**config.mk**
```make
export PLATFORM = sky130hd
export DESIGN_NAME = ita2_shift_encoder_flat
export DESIGN_NICKNAME = d
export VERILOG_FILES = /design/src/rtl/core/ita2_pkg.sv /design/src/rtl/core/ita2_if.sv /design/src/rtl/core/ita2_encode.sv /design/src/rtl/core/ita2_emit.sv /design/src/rtl/core/ita2_shift_encoder.sv /design/src/flat_wrapper.sv
export SDC_FILE = /design/constraint.sdc
export NUM_CORES = 1
export LEC_CHECK = 0
export BUFFER_PORTS_ARGS = -buffer_cell sky130_fd_sc_hd__buf_2
export CORE_ASPECT_RATIO = 1.4
export CORE_UTILIZATION = 30
export DETAILED_ROUTE_END_ITERATION = 10
export HOLD_SLACK_MARGIN = 0.15
export PLACE_DENSITY = 0.57
export SLEW_MARGIN = 10
export SYNTH_ARGS = -nofsm -noshare
export SYNTH_HDL_FRONTEND = slang
export SYNTH_SLANG_ARGS = --single-unit
export TNS_END_PERCENT = 50
```
**constraint.sdc**
```tcl
create_clock -name clk -period 2.1 [get_ports clk]
set_input_delay 0.21 -clock clk [delete_from_list [all_inputs] [get_ports clk]]
set_output_delay 0.21 -clock clk [all_outputs]
set_load 0.01 [all_outputs]
```
**src/rtl/core/ita2_pkg.sv**
```systemverilog
// ----------------------------------------------------------------------------
// ITA2 shift encoder package
// Shared types, shift codes and the two ITA2 character tables.
// ----------------------------------------------------------------------------
package ita2_pkg;

    // Shift codes
    localparam logic [4:0] CODE_FIGS = 5'd27;
    localparam logic [4:0] CODE_LTRS = 5'd31;

    // One result transaction
    typedef struct packed {
        logic [4:0] code;
        logic       code_valid;
        logic       miss;
        logic       last;
    } result_t;

    // Outcome of a table search
    typedef struct packed {
        logic       found;
        logic [4:0] code;
    } lookup_t;

    // Everything the encoder decides for one character
    typedef struct packed {
        result_t first;
        result_t second;
        logic    two;
        logic    shift_next;
    } enc_t;

    // Letters table: lowest code that holds the character.
    function automatic lookup_t find_letters(input logic [7:0] ch);
        lookup_t r;
        r.found = 1'b1;
        unique case (ch)
            8'h00: r.code = 5'd0;
            8'h45: r.code = 5'd1;   // E
            8'h0A: r.code = 5'd2;   // line feed
            8'h41: r.code = 5'd3;   // A
            8'h20: r.code = 5'd4;   // space
            8'h53: r.code = 5'd5;   // S
            8'h49: r.code = 5'd6;   // I
            8'h55: r.code = 5'd7;   // U
            8'h0D: r.code = 5'd8;   // carriage return
            8'h44: r.code = 5'd9;   // D
            8'h52: r.code = 5'd10;  // R
            8'h4A: r.code = 5'd11;  // J
            8'h4E: r.code = 5'd12;  // N
            8'h46: r.code = 5'd13;  // F
            8'h43: r.code = 5'd14;  // C
            8'h4B: r.code = 5'd15;  // K
            8'h54: r.code = 5'd16;  // T
            8'h5A: r.code = 5'd17;  // Z
            8'h4C: r.code = 5'd18;  // L
            8'h57: r.code = 5'd19;  // W
            8'h48: r.code = 5'd20;  // H
            8'h59: r.code = 5'd21;  // Y
            8'h50: r.code = 5'd22;  // P
            8'h51: r.code = 5'd23;  // Q
            8'h4F: r.code = 5'd24;  // O
            8'h42: r.code = 5'd25;  // B
            8'h47: r.code = 5'd26;  // G
            8'h4D: r.code = 5'd28;  // M
            8'h58: r.code = 5'd29;  // X
            8'h56: r.code = 5'd30;  // V
            default:
            begin
                r.found = 1'b0;
                r.code  = 5'd0;
            end
        endcase
        return r;
    endfunction

    // Figures table: lowest code that holds the character.
    function automatic lookup_t find_figures(input logic [7:0] ch);
        lookup_t r;
        r.found = 1'b1;
        unique case (ch)
            8'h00: r.code = 5'd0;
            8'h33: r.code = 5'd1;   // 3
            8'h0A: r.code = 5'd2;   // line feed
            8'h2D: r.code = 5'd3;   // minus
            8'h20: r.code = 5'd4;   // space
            8'h27: r.code = 5'd5;   // apostrophe
            8'h38: r.code = 5'd6;   // 8
            8'h37: r.code = 5'd7;   // 7
            8'h0D: r.code = 5'd8;   // carriage return
            8'h44: r.code = 5'd9;   // D
            8'h34: r.code = 5'd10;  // 4
            8'h21: r.code = 5'd11;  // exclamation mark, first of two places
            8'h2C: r.code = 5'd12;  // comma
            8'h3A: r.code = 5'd14;  // colon
            8'h28: r.code = 5'd15;  // open bracket
            8'h35: r.code = 5'd16;  // 5
            8'h22: r.code = 5'd17;  // double quote
            8'h29: r.code = 5'd18;  // close bracket
            8'h32: r.code = 5'd19;  // 2
            8'h23: r.code = 5'd20;  // hash
            8'h36: r.code = 5'd21;  // 6
            8'h30: r.code = 5'd22;  // 0
            8'h31: r.code = 5'd23;  // 1
            8'h39: r.code = 5'd24;  // 9
            8'h3F: r.code = 5'd25;  // question mark
            8'h26: r.code = 5'd26;  // ampersand
            8'h2E: r.code = 5'd28;  // full stop
            8'h2F: r.code = 5'd29;  // slash
            8'h3D: r.code = 5'd30;  // equals
            default:
            begin
                r.found = 1'b0;
                r.code  = 5'd0;
            end
        endcase
        return r;
    endfunction

endpackage

```
**src/rtl/core/ita2_if.sv**
```systemverilog
// ----------------------------------------------------------------------------
// ITA2 channel interfaces
// Valid/ready channels for input characters and output code results.
// ----------------------------------------------------------------------------

// Character channel
interface ita2_char_if;
    logic       valid;
    logic       ready;
    logic [7:0] char_in;

    modport source (output valid, output char_in, input ready);
    modport sink   (input valid, input char_in, output ready);
endinterface

// Code result channel
interface ita2_code_if;
    logic       valid;
    logic       ready;
    logic [4:0] code;
    logic       code_valid;
    logic       miss;
    logic       last;

    modport source (output valid, output code, output code_valid, output miss,
                    output last, input ready);
    modport sink   (input valid, input code, input code_valid, input miss,
                    input last, output ready);
endinterface

```
**src/rtl/core/ita2_encode.sv**
```systemverilog
// ----------------------------------------------------------------------------
// ITA2 character encoder
// Folds case, searches both tables and decides the one or two results.
// ----------------------------------------------------------------------------
module ita2_encode (
    input  logic [7:0]    char_in,
    input  logic          shift_figures,
    input  logic          auto_shift,
    output ita2_pkg::enc_t enc
);

    logic [7:0]        ch;
    ita2_pkg::lookup_t in_ltrs;
    ita2_pkg::lookup_t in_figs;
    ita2_pkg::lookup_t in_active;
    ita2_pkg::lookup_t in_other;
    ita2_pkg::lookup_t in_needed;
    logic              needed;

    // Fold lower-case letters to upper case.
    always_comb
    begin
        if (char_in >= 8'h61 && char_in <= 8'h7A)
            ch = char_in - 8'h20;
        else
            ch = char_in;
    end

    // Table searches.
    always_comb
    begin
        in_ltrs   = ita2_pkg::find_letters(ch);
        in_figs   = ita2_pkg::find_figures(ch);
        in_active = shift_figures ? in_figs : in_ltrs;
        in_other  = shift_figures ? in_ltrs : in_figs;
    end

    // A character present in only one table picks that shift when enabled.
    always_comb
    begin
        needed = shift_figures;
        if (auto_shift)
        begin
            if (in_ltrs.found && !in_figs.found)
                needed = 1'b0;
            else if (in_figs.found && !in_ltrs.found)
                needed = 1'b1;
        end
        in_needed = needed ? in_figs : in_ltrs;
    end

    // Build the results and the new shift state.
    always_comb
    begin
        enc.first      = '0;
        enc.second     = '0;
        enc.two        = 1'b0;
        enc.shift_next = shift_figures;
        if (needed != shift_figures)
        begin
            // Chosen shift always holds the character.
            enc.first.code        = needed ? ita2_pkg::CODE_FIGS : ita2_pkg::CODE_LTRS;
            enc.first.code_valid  = 1'b1;
            enc.second.code       = in_needed.code;
            enc.second.code_valid = 1'b1;
            enc.second.last       = 1'b1;
            enc.two               = 1'b1;
            enc.shift_next        = needed;
        end
        else if (in_active.found)
        begin
            enc.first.code       = in_active.code;
            enc.first.code_valid = 1'b1;
            enc.first.last       = 1'b1;
        end
        else if (in_other.found)
        begin
            // Missing from the active table: switch over and flag it.
            enc.first.code        = shift_figures ? ita2_pkg::CODE_LTRS
                                                  : ita2_pkg::CODE_FIGS;
            enc.first.code_valid  = 1'b1;
            enc.first.miss        = 1'b1;
            enc.second.code       = in_other.code;
            enc.second.code_valid = 1'b1;
            enc.second.miss       = 1'b1;
            enc.second.last       = 1'b1;
            enc.two               = 1'b1;
            enc.shift_next        = ~shift_figures;
        end
        else
        begin
            // In neither table: a single empty result.
            enc.first.miss = 1'b1;
            enc.first.last = 1'b1;
        end
    end

endmodule

```
**src/rtl/core/ita2_emit.sv**
```systemverilog
// ----------------------------------------------------------------------------
// ITA2 result emitter
// Holds up to two results of one character and presents them in order.
// ----------------------------------------------------------------------------
module ita2_emit (
    input  logic                 clk,
    input  logic                 rst_n,
    input  logic                 load,
    input  ita2_pkg::enc_t       enc,
    output logic                 free,
    ita2_code_if.source          code_ch
);

    logic [1:0]        cnt_reg;
    logic [1:0]        cnt_next;
    ita2_pkg::result_t head_reg;
    ita2_pkg::result_t head_next;
    ita2_pkg::result_t tail_reg;
    ita2_pkg::result_t tail_next;
    logic              pop;

    assign code_ch.valid      = (cnt_reg != 2'd0);
    assign code_ch.code       = head_reg.code;
    assign code_ch.code_valid = head_reg.code_valid;
    assign code_ch.miss       = head_reg.miss;
    assign code_ch.last       = head_reg.last;

    assign pop  = code_ch.valid && code_ch.ready;
    assign free = (cnt_reg == 2'd0) || (cnt_reg == 2'd1 && code_ch.ready);

    // Advance on a taken transaction, refill when a new pair arrives.
    always_comb
    begin
        cnt_next  = cnt_reg;
        head_next = head_reg;
        tail_next = tail_reg;
        if (pop)
        begin
            if (cnt_reg == 2'd2)
            begin
                head_next = tail_reg;
                cnt_next  = 2'd1;
            end
            else
                cnt_next = 2'd0;
        end
        if (load)
        begin
            head_next = enc.first;
            tail_next = enc.second;
            cnt_next  = enc.two ? 2'd2 : 2'd1;
        end
    end

    // Occupancy count.
    always_ff @(posedge clk or negedge rst_n)
    begin
        if (!rst_n)
            cnt_reg <= 2'd0;
        else
            cnt_reg <= cnt_next;
    end

    // Result payload.
    always_ff @(posedge clk)
    begin
        head_reg <= head_next;
        tail_reg <= tail_next;
    end

endmodule

```
**src/rtl/core/ita2_shift_encoder.sv**
```systemverilog
// ----------------------------------------------------------------------------
// ITA2 shift encoder
// Turns 8-bit characters into ITA2 5-bit codes with letters/figures shifts.
// ----------------------------------------------------------------------------
// Usage:
// Characters arrive on char_ch and 5-bit results leave on code_ch, both
// valid/ready channels. Each character gives one result, or two when a
// FIGS or LTRS shift code must come first; last marks the final one.
// cfg_wr_en/cfg_wr_data write the auto-shift enable; write it only while
// the block is idle.
// A character is held in an input register until the result stage can
// take it, then encoded and loaded into the result stage, which offers
// the first result. The result stage sends one transaction per cycle
// while the receiver is ready; this one-result-per-cycle output sets the
// throughput.
// A new character is accepted while results are still waiting.
// Reset empties both stages, selects the letters shift and clears the
// auto-shift enable. When the receiver stalls the current result holds
// and the input channel backs up once both stages are full.
// ----------------------------------------------------------------------------
module ita2_shift_encoder (
    input  logic        clk,
    input  logic        rst_n,
    input  logic        cfg_wr_en,
    input  logic        cfg_wr_data,
    ita2_char_if.sink   char_ch,
    ita2_code_if.source code_ch
);

    logic           auto_shift_reg;
    logic           shift_reg;
    logic           shift_next;
    logic           in_valid_reg;
    logic           in_valid_next;
    logic [7:0]     char_reg;
    logic           take;
    logic           emit_free;
    ita2_pkg::enc_t enc;

    // Configuration register.
    always_ff @(posedge clk or negedge rst_n)
    begin
        if (!rst_n)
            auto_shift_reg <= 1'b0;
        else if (cfg_wr_en)
            auto_shift_reg <= cfg_wr_data;
    end

    // Input stage hands over when the emitter can take a new pair.
    assign take          = in_valid_reg && emit_free;
    assign char_ch.ready = !in_valid_reg || take;

    always_comb
    begin
        in_valid_next = in_valid_reg;
        if (char_ch.valid && char_ch.ready)
            in_valid_next = 1'b1;
        else if (take)
            in_valid_next = 1'b0;
        shift_next = take ? enc.shift_next : shift_reg;
    end

    always_ff @(posedge clk or negedge rst_n)
    begin
        if (!rst_n)
        begin
            in_valid_reg <= 1'b0;
            shift_reg    <= 1'b0;
        end
        else
        begin
            in_valid_reg <= in_valid_next;
            shift_reg    <= shift_next;
        end
    end

    always_ff @(posedge clk)
    begin
        if (char_ch.valid && char_ch.ready)
            char_reg <= char_ch.char_in;
    end

    // Encoder and result stage.
    ita2_encode u_encode (
        .char_in       (char_reg),
        .shift_figures (shift_reg),
        .auto_shift    (auto_shift_reg),
        .enc           (enc)
    );

    ita2_emit u_emit (
        .clk     (clk),
        .rst_n   (rst_n),
        .load    (take),
        .enc     (enc),
        .free    (emit_free),
        .code_ch (code_ch)
    );

    // Checks.
    a_empty_is_final_miss: assert property (@(posedge clk) disable iff (!rst_n)
        code_ch.valid && !code_ch.code_valid |-> code_ch.last && code_ch.miss)
        else $error("empty result without last and miss");

    a_first_is_shift: assert property (@(posedge clk) disable iff (!rst_n)
        code_ch.valid && !code_ch.last |->
            code_ch.code == ita2_pkg::CODE_FIGS || code_ch.code == ita2_pkg::CODE_LTRS)
        else $error("non-final result is not a shift code");

    a_pair_follows: assert property (@(posedge clk) disable iff (!rst_n)
        code_ch.valid && code_ch.ready && !code_ch.last |=> code_ch.valid)
        else $error("second result of a pair missing");

    a_shift_only_on_take: assert property (@(posedge clk) disable iff (!rst_n)
        !take |=> $stable(shift_reg))
        else $error("shift state changed without a character");

endmodule

```
**src/flat_wrapper.sv**
```systemverilog
// flat-port wrapper written by rule: the top's interface ports become plain ports
module ita2_shift_encoder_flat 
  (clk, rst_n, cfg_wr_en, cfg_wr_data, char_ch_valid, char_ch_char_in, char_ch_ready, code_ch_valid, code_ch_code, code_ch_code_valid, code_ch_miss, code_ch_last, code_ch_ready);
  ita2_char_if char_ch_i ();
  ita2_code_if code_ch_i ();
  input  logic clk;
  input  logic rst_n;
  input  logic cfg_wr_en;
  input  logic cfg_wr_data;
  input wire logic [$bits(char_ch_i.valid)-1:0] char_ch_valid;
  input wire logic [$bits(char_ch_i.char_in)-1:0] char_ch_char_in;
  output wire logic [$bits(char_ch_i.ready)-1:0] char_ch_ready;
  output wire logic [$bits(code_ch_i.valid)-1:0] code_ch_valid;
  output wire logic [$bits(code_ch_i.code)-1:0] code_ch_code;
  output wire logic [$bits(code_ch_i.code_valid)-1:0] code_ch_code_valid;
  output wire logic [$bits(code_ch_i.miss)-1:0] code_ch_miss;
  output wire logic [$bits(code_ch_i.last)-1:0] code_ch_last;
  input wire logic [$bits(code_ch_i.ready)-1:0] code_ch_ready;
  assign char_ch_i.valid = char_ch_valid;
  assign char_ch_i.char_in = char_ch_char_in;
  assign char_ch_ready = char_ch_i.ready;
  assign code_ch_valid = code_ch_i.valid;
  assign code_ch_code = code_ch_i.code;
  assign code_ch_code_valid = code_ch_i.code_valid;
  assign code_ch_miss = code_ch_i.miss;
  assign code_ch_last = code_ch_i.last;
  assign code_ch_i.ready = code_ch_ready;
  ita2_shift_encoder u_core (.clk(clk), .rst_n(rst_n), .cfg_wr_en(cfg_wr_en), .cfg_wr_data(cfg_wr_data), .char_ch(char_ch_i), .code_ch(code_ch_i));
endmodule
```
Word-level counts from Yosys, hierarchy flattened --
Index checks and enable logic that the tools add are counted.
Storage, ports and cells: register bits after elaboration 29, bits in latches 0, RAM bits 0, ROM bits 0, bits of input ports 14, output and inout port bits 10, logic and storage cells 131, memories 0
Cells by class: add/sub/neg operators 1, multiply operators 0, div/mod/pow operators 0, magnitude comparators 2, eq/ne operators 57, shift operators 0, muxes and demuxes 33, bitwise logic cells 1, reductions and logical operators 24
Operators by type and width (number):
- equality test 8 x 7 -> 1 bit (second input constant) | 26
- equality test 8 x 6 -> 1 bit (second input constant) | 25
- one-hot mux 5 bit (29 select lines) | 1
- one-hot mux 5 bit (28 select lines) | 1
- 2-to-1 mux 6 bit | 6
- 2-to-1 mux 8 bit | 4
- OR reduction 30 bit | 1
- OR reduction 29 bit | 1
- 2-to-1 mux 10 bit | 2
- equality test 8 x 4 -> 1 bit (second input constant) | 2
- 2-to-1 mux 1 bit | 11
- 2-to-1 mux 2 bit | 5
- nonzero test 2 bit | 5
- greater-or-equal comparator 8 x 7 -> 1 bit (second input constant) | 1
- less-or-equal comparator 8 x 7 -> 1 bit (second input constant) | 1
- logical NOT 8 bit | 1
- subtractor 8 x 6 -> 8 bit (second input constant) | 1
- logical AND 1 bit | 7
- 2-to-1 mux 3 bit | 2
- 2-to-1 mux 5 bit | 1
- logical NOT 1 bit | 3
- AND reduction 3 bit | 1
- equality test 2 x 1 -> 1 bit (second input constant) | 1
- equality test 2 bit (second input constant) | 1
- 7 further kinds | 8

Logic depth before layout (Yosys ltp) --
Gate-level depths: netlist (run 1).
depth in word-level cells 15, depth in mapped cells 9, depth with buffers taken out 8

Modules after synthesis --
Synthesis (run 1) repeated with hierarchy kept, for this count alone.
Unflattened totals: cells, all modules 237, area, all modules 2195.9 um^2
By module, submodules not included:
- ita2_encode | times used 1, cells each 184, area each 1113.6 um^2, sequential area each 0.0 um^2
- ita2_emit | times used 1, cells each 36, area each 713.2 um^2, sequential area each 530.5 um^2
- ita2_shift_encoder | times used 1, cells each 17, area each 369.1 um^2, sequential area each 315.3 um^2

Worst setup path before layout (run 1) --
No wires, ideal clock.
path kind register to register, from reg u_core.char_reg[5], to reg u_core.u_emit.head_reg (netlist bit u_core.u_emit.code_ch.code[2]), data pin, library setup time 0.145 ns, arrival 2.065 ns, required time 1.955 ns, slack -0.110 ns, cell stages (with the launch flop) 8, buffers on the path 0, clock period less this slack 2.210 ns, cells stage by stage edfxtp_1 -> inv_1 -> ha_1 -> or3_1 -> o32a_1 -> a211o_1 -> and3_1 -> o21ai_1
RTL lines:
- start: declaration | RTL line ita2_shift_encoder.sv:35 | logic [7:0] char_reg;
- start signal: assignment | RTL line ita2_shift_encoder.sv:80 | char_reg <= char_ch.char_in;
- end signal: assignment | RTL line ita2_emit.sv:67 | head_reg <= head_next;
- end: declaration | RTL line ita2_emit.sv:16 | ita2_pkg::result_t head_reg;

==> results.toml, run 1 <==
[power]
p_per_area_nw_per_um2 = 624.3
power_leakage_nw = 1.178
power.total_mw = 1.915
peakVddDrop_mv = 0.4316

[drt]
drtAntennaViolNets = 0
wl_per_cell_um = 15.01
vias = 2087
drt-pass1-iter-count = 4
wl_um = 6033
drc = 0
drtIter0Drc = 104
vias_per_cell = 5.192

[sta]
hold_viol = 0
slew_viol_final = 0
tightestPinTransition_ns = 0.5777
whs_ns = 0.1608
fmax_ghz = 0.4452
finalWorstSetupSlack_ns = -0.1464
period_needed_ns = 2.246
setup_viol_count_final = 15
rsz0062_at_grt = "yes"
fin_skew_ns = 0.008656
finalCritPeriodShare_pct = 107.0
slew_headroom_pct = 61.49

[logic_synthesis]
syn_area_sq_um = 2091
synth-main-ff-cell = "edfxtp_1"
synthXorXnorAreaFrac_pct = 1.257
synth_cells = 230
ys_types = 65
synth_compound_gate_area_share_pct = 29.08
yosysSeqAreaShare_pct = 39.02
avgSynthCellArea_sq_um = 9.090
synth_seq_cells = 28
synth_top_family_by_area = "compound AO/OA/AOI/OAI gates"
ys.warnings.count = 0
synthSimpleGateAreaFrac_pct = 21.66
synth_edf_count = 23
synth.area.mux_share_pct = 2.513
synth_nets = 245
synthAdderAreaFrac_pct = 0.5984
async_flop_share_pct = 17.86

[worst_setup_path]
rr_startpoint = "u_core.char_reg[2]"
worst_setup_path_start_kind = "register"
worst_setup_path_end_kind = "register"
crit_type = "reg2reg"
crit_arrival_ns = 2.26
reg2regPathDepth = 6
r2r_slack_ns = -0.15
r2r-end = "u_core.u_emit.code_ch.code[3]"
worst-endpoint-required_ns = 2.11
path_max_fanout = 8

[hold_path]
min_path_cells = 2
hp-start = "cfg_wr_data"
hold_path.class = "in2reg"
hold_end = "u_core.auto_shift_reg"

[layout]
largest_reg_flops = 8
utilization_pct = 46.09
nets = 326
drive_gt1_share_pct = 40.97
antenna_cells = 0
area.growth.synth_to_final_pct = 46.74

[die]
start_util_pct = 31.41
die_x_um = 72.56
fp.dieArea_sq_um = 7312
core_sq_um = 6656
rows = 35
io_pins = 24
die_y_um = 100.8

[placed_design]
dp_hpwl_um = 4400
gp_congestion = 0.9115
port_buffers = 23

[outcome]
violations = "negative setup slack"
outcome = "finished with violations"

[global_route]
antenna_found_initial = 0
grt.total_usage_pct = 16.32
grt_pass1_wl_um = 9342
grt_max_degree = 25
overflow = 0
first_global_vias = 1935

[clocking]
ctsLongestPathBuffers = 2
clk_pin_slew_worst_paths_ns = 0.10
clkLatencyLatePin_ns = 0.27
cts_root_buf = "clkbuf_8"
cts-htree-levels = 1
cts.sinks = 28
cts_buffers = 3
tritoncts = "built"

[flow_run]
drv_cap = 0
[placed cells by master (no fill, tap or decap), types with 4 or more instances in the layout]
cell / n
buf_4: 54
buf_2: 24
edfxtp_1: 23
nor2_1: 19
nand2_1: 15
nand2b_1: 10
a21oi_1: 10
dlygate4sd3_1: 10
a31oi_1: 9
nor2b_1: 6
o21ai_0: 6
inv_1: 5
o211ai_1: 5
buf_6: 5
dfrtp_1: 5
nand3b_1: 4
nor3_1: 4
o21ai_1: 4
[cell usage after synthesis (3+ instances only)]
master / number / area [sq um]
edfxtp_1: 23 / 690.7
nor2_1: 20 / 75.07
nand2_1: 16 / 60.06
a21oi_1: 13 / 65.06
a31oi_1: 10 / 62.56
nand2b_1: 10 / 62.56
o21ai_0: 9 / 45.04
buf_2: 8 / 40.04
inv_1: 7 / 26.28
nor2b_1: 6 / 37.54
dfrtp_1: 5 / 125.1
nor3_1: 5 / 25.02
o211ai_1: 5 / 37.54
and2_1: 4 / 25.02
buf_1: 4 / 15.01
clkbuf_1: 4 / 15.01
nand3b_1: 4 / 30.03
o22ai_1: 4 / 25.02
a211oi_1: 3 / 22.52
mux2i_1: 3 / 30.03
o21ai_1: 3 / 15.01
o22a_1: 3 / 26.28
or3_1: 3 / 18.77
[per-layer routing]
| layer | GRT usage [%] | routed length [um] |
|---|---|---|
| met5 | 0 | 0 |
| met4 | 5.128 | 114 |
| met3 | 1.600 | 110 |
| met2 | 30.55 | 3375 |
| met1 | 19.15 | 2432 |
[logic make-up (layout without fill, tap and decap cells)]
group | Yosys count | count (layout)
AND/OR/NAND/NOR | 84 | 84
adder cells (fa/ha/maj) | 1 | 1
multiplexers | 5 | 5
XOR/XNOR | 3 | 3
buffers and inverters | 27 | 107
AO/OA/AOI/OAI | 82 | 82
flip-flops | 28 | 28
[how the worst max path moves through the flow]
stage / end / depth (start not counted) / slack [ns] / start
4_1_cts: u_core.u_emit.tail_reg[5] / 6 / -0.17 / u_core.char_reg[6]
2_1_floorplan: u_core.u_emit.code_ch.miss / 7 / -0.11 / u_core.char_reg[1]
3_3_place_gp: u_core.u_emit.tail_reg[5] / 9 / -0.15 / u_core.char_reg[2]
6_report: u_core.u_emit.code_ch.code[3] / 6 / -0.15 / u_core.char_reg[2]
3_5_place_dp: u_core.u_emit.code_ch.code[3] / 7 / -0.13 / u_core.char_reg[5]
5_1_grt: u_core.u_emit.code_ch.miss / 6 / -0.24 / u_core.char_reg[2]
[metrics by stage]
step | area [sq um] | TNS [ns] | cells | setup slack [ns]
final | 3068 | -1.438 | 402 | -0.1464
after global routing | 3068 | -2.806 | 402 | -0.2443
after CTS | 2878 | -1.041 | 398 | -0.1712
after detailed placement | 2635 | -1.183 | 379 | -0.1318
after global placement | 2635 | -0.8294 | 379 | -0.1515
after floorplan | 2103 | -0.2810 | 230 | -0.1092
[worst max-delay path, stage by stage (launching register included)]
cell	delay, ns
edfxtp_1	0.48
or2_1	0.29
or3_4	0.38
o32a_2	0.21
nor3b_4	0.17
a21oi_4	0.31
a31oi_2	0.14
[layout make-up]
type	instances	area (sq um)
Clock buffer	3	41.29
Inverter	9	33.78
Clock inverter	1	30.03
Tap cell	92	115.1
Fill cell	670	3588
Multi-Input combinational cell	175	1330
Sequential cell	28	815.8
Timing Repair Buffer	94	701.9
[repair_timing]
item,in CTS,in global routing
buffers inserted,5,3
hold buffers,10,0
endpoints found under the setup margin,18,18
resized for setup,13,32
hold endpoints to repair,14,0
pin swaps,12,11
cloned,0,1
[where the power goes]
part / switching (mW) / internal, mW
clock: 0.163 / 0.255
combinational: 0.395 / 0.356
sequential: 0.0414 / 0.704
total: 0.600 / 1.32
No activity file was read; power rests on OpenSTA's default activity.
==> inputs of run 2 (changes only) <==
CORE_ASPECT_RATIO = not set   (was 1.4)
==> run 2 against run 1 <==
The run still ends with negative setup slack left. Count of clock-buffer cells in the layout unchanged. Clock skew grew 0.0039 ns. Flip-flop and latch count did not move. Global-route usage decreased by 0.17 points. Core utilization down 1.3 points. Maximum frequency decreased by 0.15%. Critical path type unchanged. Critical endpoint is now u_core.u_emit.code_ch.miss.
==> results.toml, run 2 (synthesis gave the netlist of run 1 again) <==
[worst_setup_path]
rr_startpoint = "u_core.char_reg[2]"
worst_setup_path_end_kind = "register"
critical-path-max-stage-delay_ns = 0.51
crit_type = "reg2reg"
cp_cell_sequence = "o21a_1 > o211a_1 > or4_4 > o31a_1 > a32oi_1 > o21ai_1"
reg2regPathDepth = 6
r2r_slack_ns = -0.15
worst-endpoint-required_ns = 2.14
crit_arrival_ns = 2.29
worst_setup_path_start_kind = "register"
path_max_fanout = 5
cp_slowest_cell = "or4_4"
r2r-end = "u_core.u_emit.code_ch.miss"

[sta]
setup_viol_count_final = 14
tightestPinTransition_ns = 0.5467
slew_headroom_pct = 63.55
rsz0062_at_grt = "yes"
finalWorstSetupSlack_ns = -0.1497
period_needed_ns = 2.250
fmax_ghz = 0.4445
finalCritPeriodShare_pct = 107.1
slew_viol_final = 0
setup_tns_ns = -1.157
fin_skew_ns = 0.01257
hold_viol = 0

[layout]
multi_input_area_sq_um = 1316
area.growth.synth_to_final_pct = 44.70
n_fill_cell = 656
largest_reg_flops = 8
final_cell_mix = "buf_4 (59), buf_2 (23), edfxtp_1 (23)"
seq_area_sq_um = 815.8
instances_no_fill = 393
drive_gt1_share_pct = 38.66
antenna_cells = 0
nets = 329
final_common_cell = "buf_4"

[outcome]
violations = "negative setup slack"
outcome = "finished with violations"

[clocking]
ctsLongestPathBuffers = 2
cts-htree-levels = 1
cts_buffers = 3
tritoncts = "built"
cts.sinks = 28
clkLatencyLatePin_ns = 0.28
clk_pin_slew_worst_paths_ns = 0.10
cts_root_buf = "clkbuf_8"

[global_route]
grt_use_met2_pct = 27.49
grt.total_usage_pct = 16.15
grt_pass1_wl_um = 9384
use_met1_pct = 21.20
antenna_found_initial = 0
grt_max_degree = 22
grt_busiest_layer = "met2"
first_global_vias = 1970
met3_usage_pct = 2.626
overflow = 0

[drt]
vias = 2072
drc = 0
drtIter0Drc = 107
drtAntennaViolNets = 0
wl_um = 5931
drt-pass1-iter-count = 4
vias_per_cell = 5.272
wl_per_cell_um = 15.09

[die]
rows = 30
die_x_um = 85.48
die_y_um = 85.48
core_sq_um = 6756
start_util_pct = 30.94
io_pins = 24
fp.dieArea_sq_um = 7307

[placed_design]
dpl.cell_count = 366
dp_hpwl_um = 4309
gp_congestion = 0.8464
port_buffers = 23

[hold_path]
hp-start = "code_ch_ready"
hold_path.class = "in2reg"
min_path_cells = 2
hold_end = "u_core.u_emit.cnt_reg[1]"

[power]
p_per_area_nw_per_um2 = 591.9
peakVddDrop_mv = 0.2968
power_leakage_nw = 1.173

[flow_run]
drv_cap = 0
[run 2: critical path: cells and delay by family, from the launching register on]
family / cells / cell delay (ns)
flops: 1 / 0.46
compound gates: 5 / 1.05
simple gates: 1 / 0.51
[run 2: what timing repair did]
action                                  in CTS  in global routing
setup buffers                               12                  1
pin swaps                                   17                  8
hold buffers                                10                  0
endpoints found under the setup margin      16                 18
gates resized for setup                     27                  9
hold endpoints to repair                    14                  0
[run 2: worst max-delay path by stage]
stage	startpoint	slack, ns	depth (start not counted)	end
floorplan	u_core.char_reg[1]	-0.11	7	u_core.u_emit.code_ch.miss
global placement	u_core.char_reg[2]	-0.32	9	u_core.u_emit.tail_reg[5]
detailed placement	u_core.char_reg[2]	-0.32	9	u_core.u_emit.tail_reg[5]
CTS	u_core.char_reg[5]	-0.16	7	u_core.u_emit.code_ch.code[2]
global route	u_core.char_reg[2]	-0.24	6	u_core.u_emit.code_ch.miss
finish	u_core.char_reg[2]	-0.15	6	u_core.u_emit.code_ch.miss
[run 2: stage by stage]
stage                     total power [mW]  area [sq um]  utilization [%]  hold WS (ns)  setup slack (ns)
after floorplan                      1.135          2103                -      -0.08559           -0.1092
after global placement               1.385          2613            38.67       0.02476           -0.3200
after detailed placement             1.391          2613            38.67       0.03287           -0.3177
after CTS                            1.770          2974            44.02        0.1568           -0.1625
after global routing                 1.883          3025            44.78        0.1621           -0.2414
final                                1.791          3025            44.78        0.1727           -0.1497
[run 2: area by class of cell]
cell class                 count  share of cell area (%)
inverter                       9                   1.117
clock buffer                   3                   1.365
multi-input combinational    175                   43.51
tap                           80                   3.309
sequential                    28                   26.96
timing repair buffer          97                   23.61
clock inverter                 1                  0.1241
[run 2: power by group]
group / switching, mW / internal [mW] / total (mW)
Sequential: 0.0397 / 0.703 / 0.743
Clock: 0.163 / 0.131 / 0.294
Combinational: 0.395 / 0.359 / 0.753
[run 2: metal layers]
layer	share of wire [%]	up-vias	wire length, um
met5	0	-	0
met4	1.3	0	79
met3	2.9	8	174
met2	49	45	2896
met1	47	973	2780
li1	-	1046	-
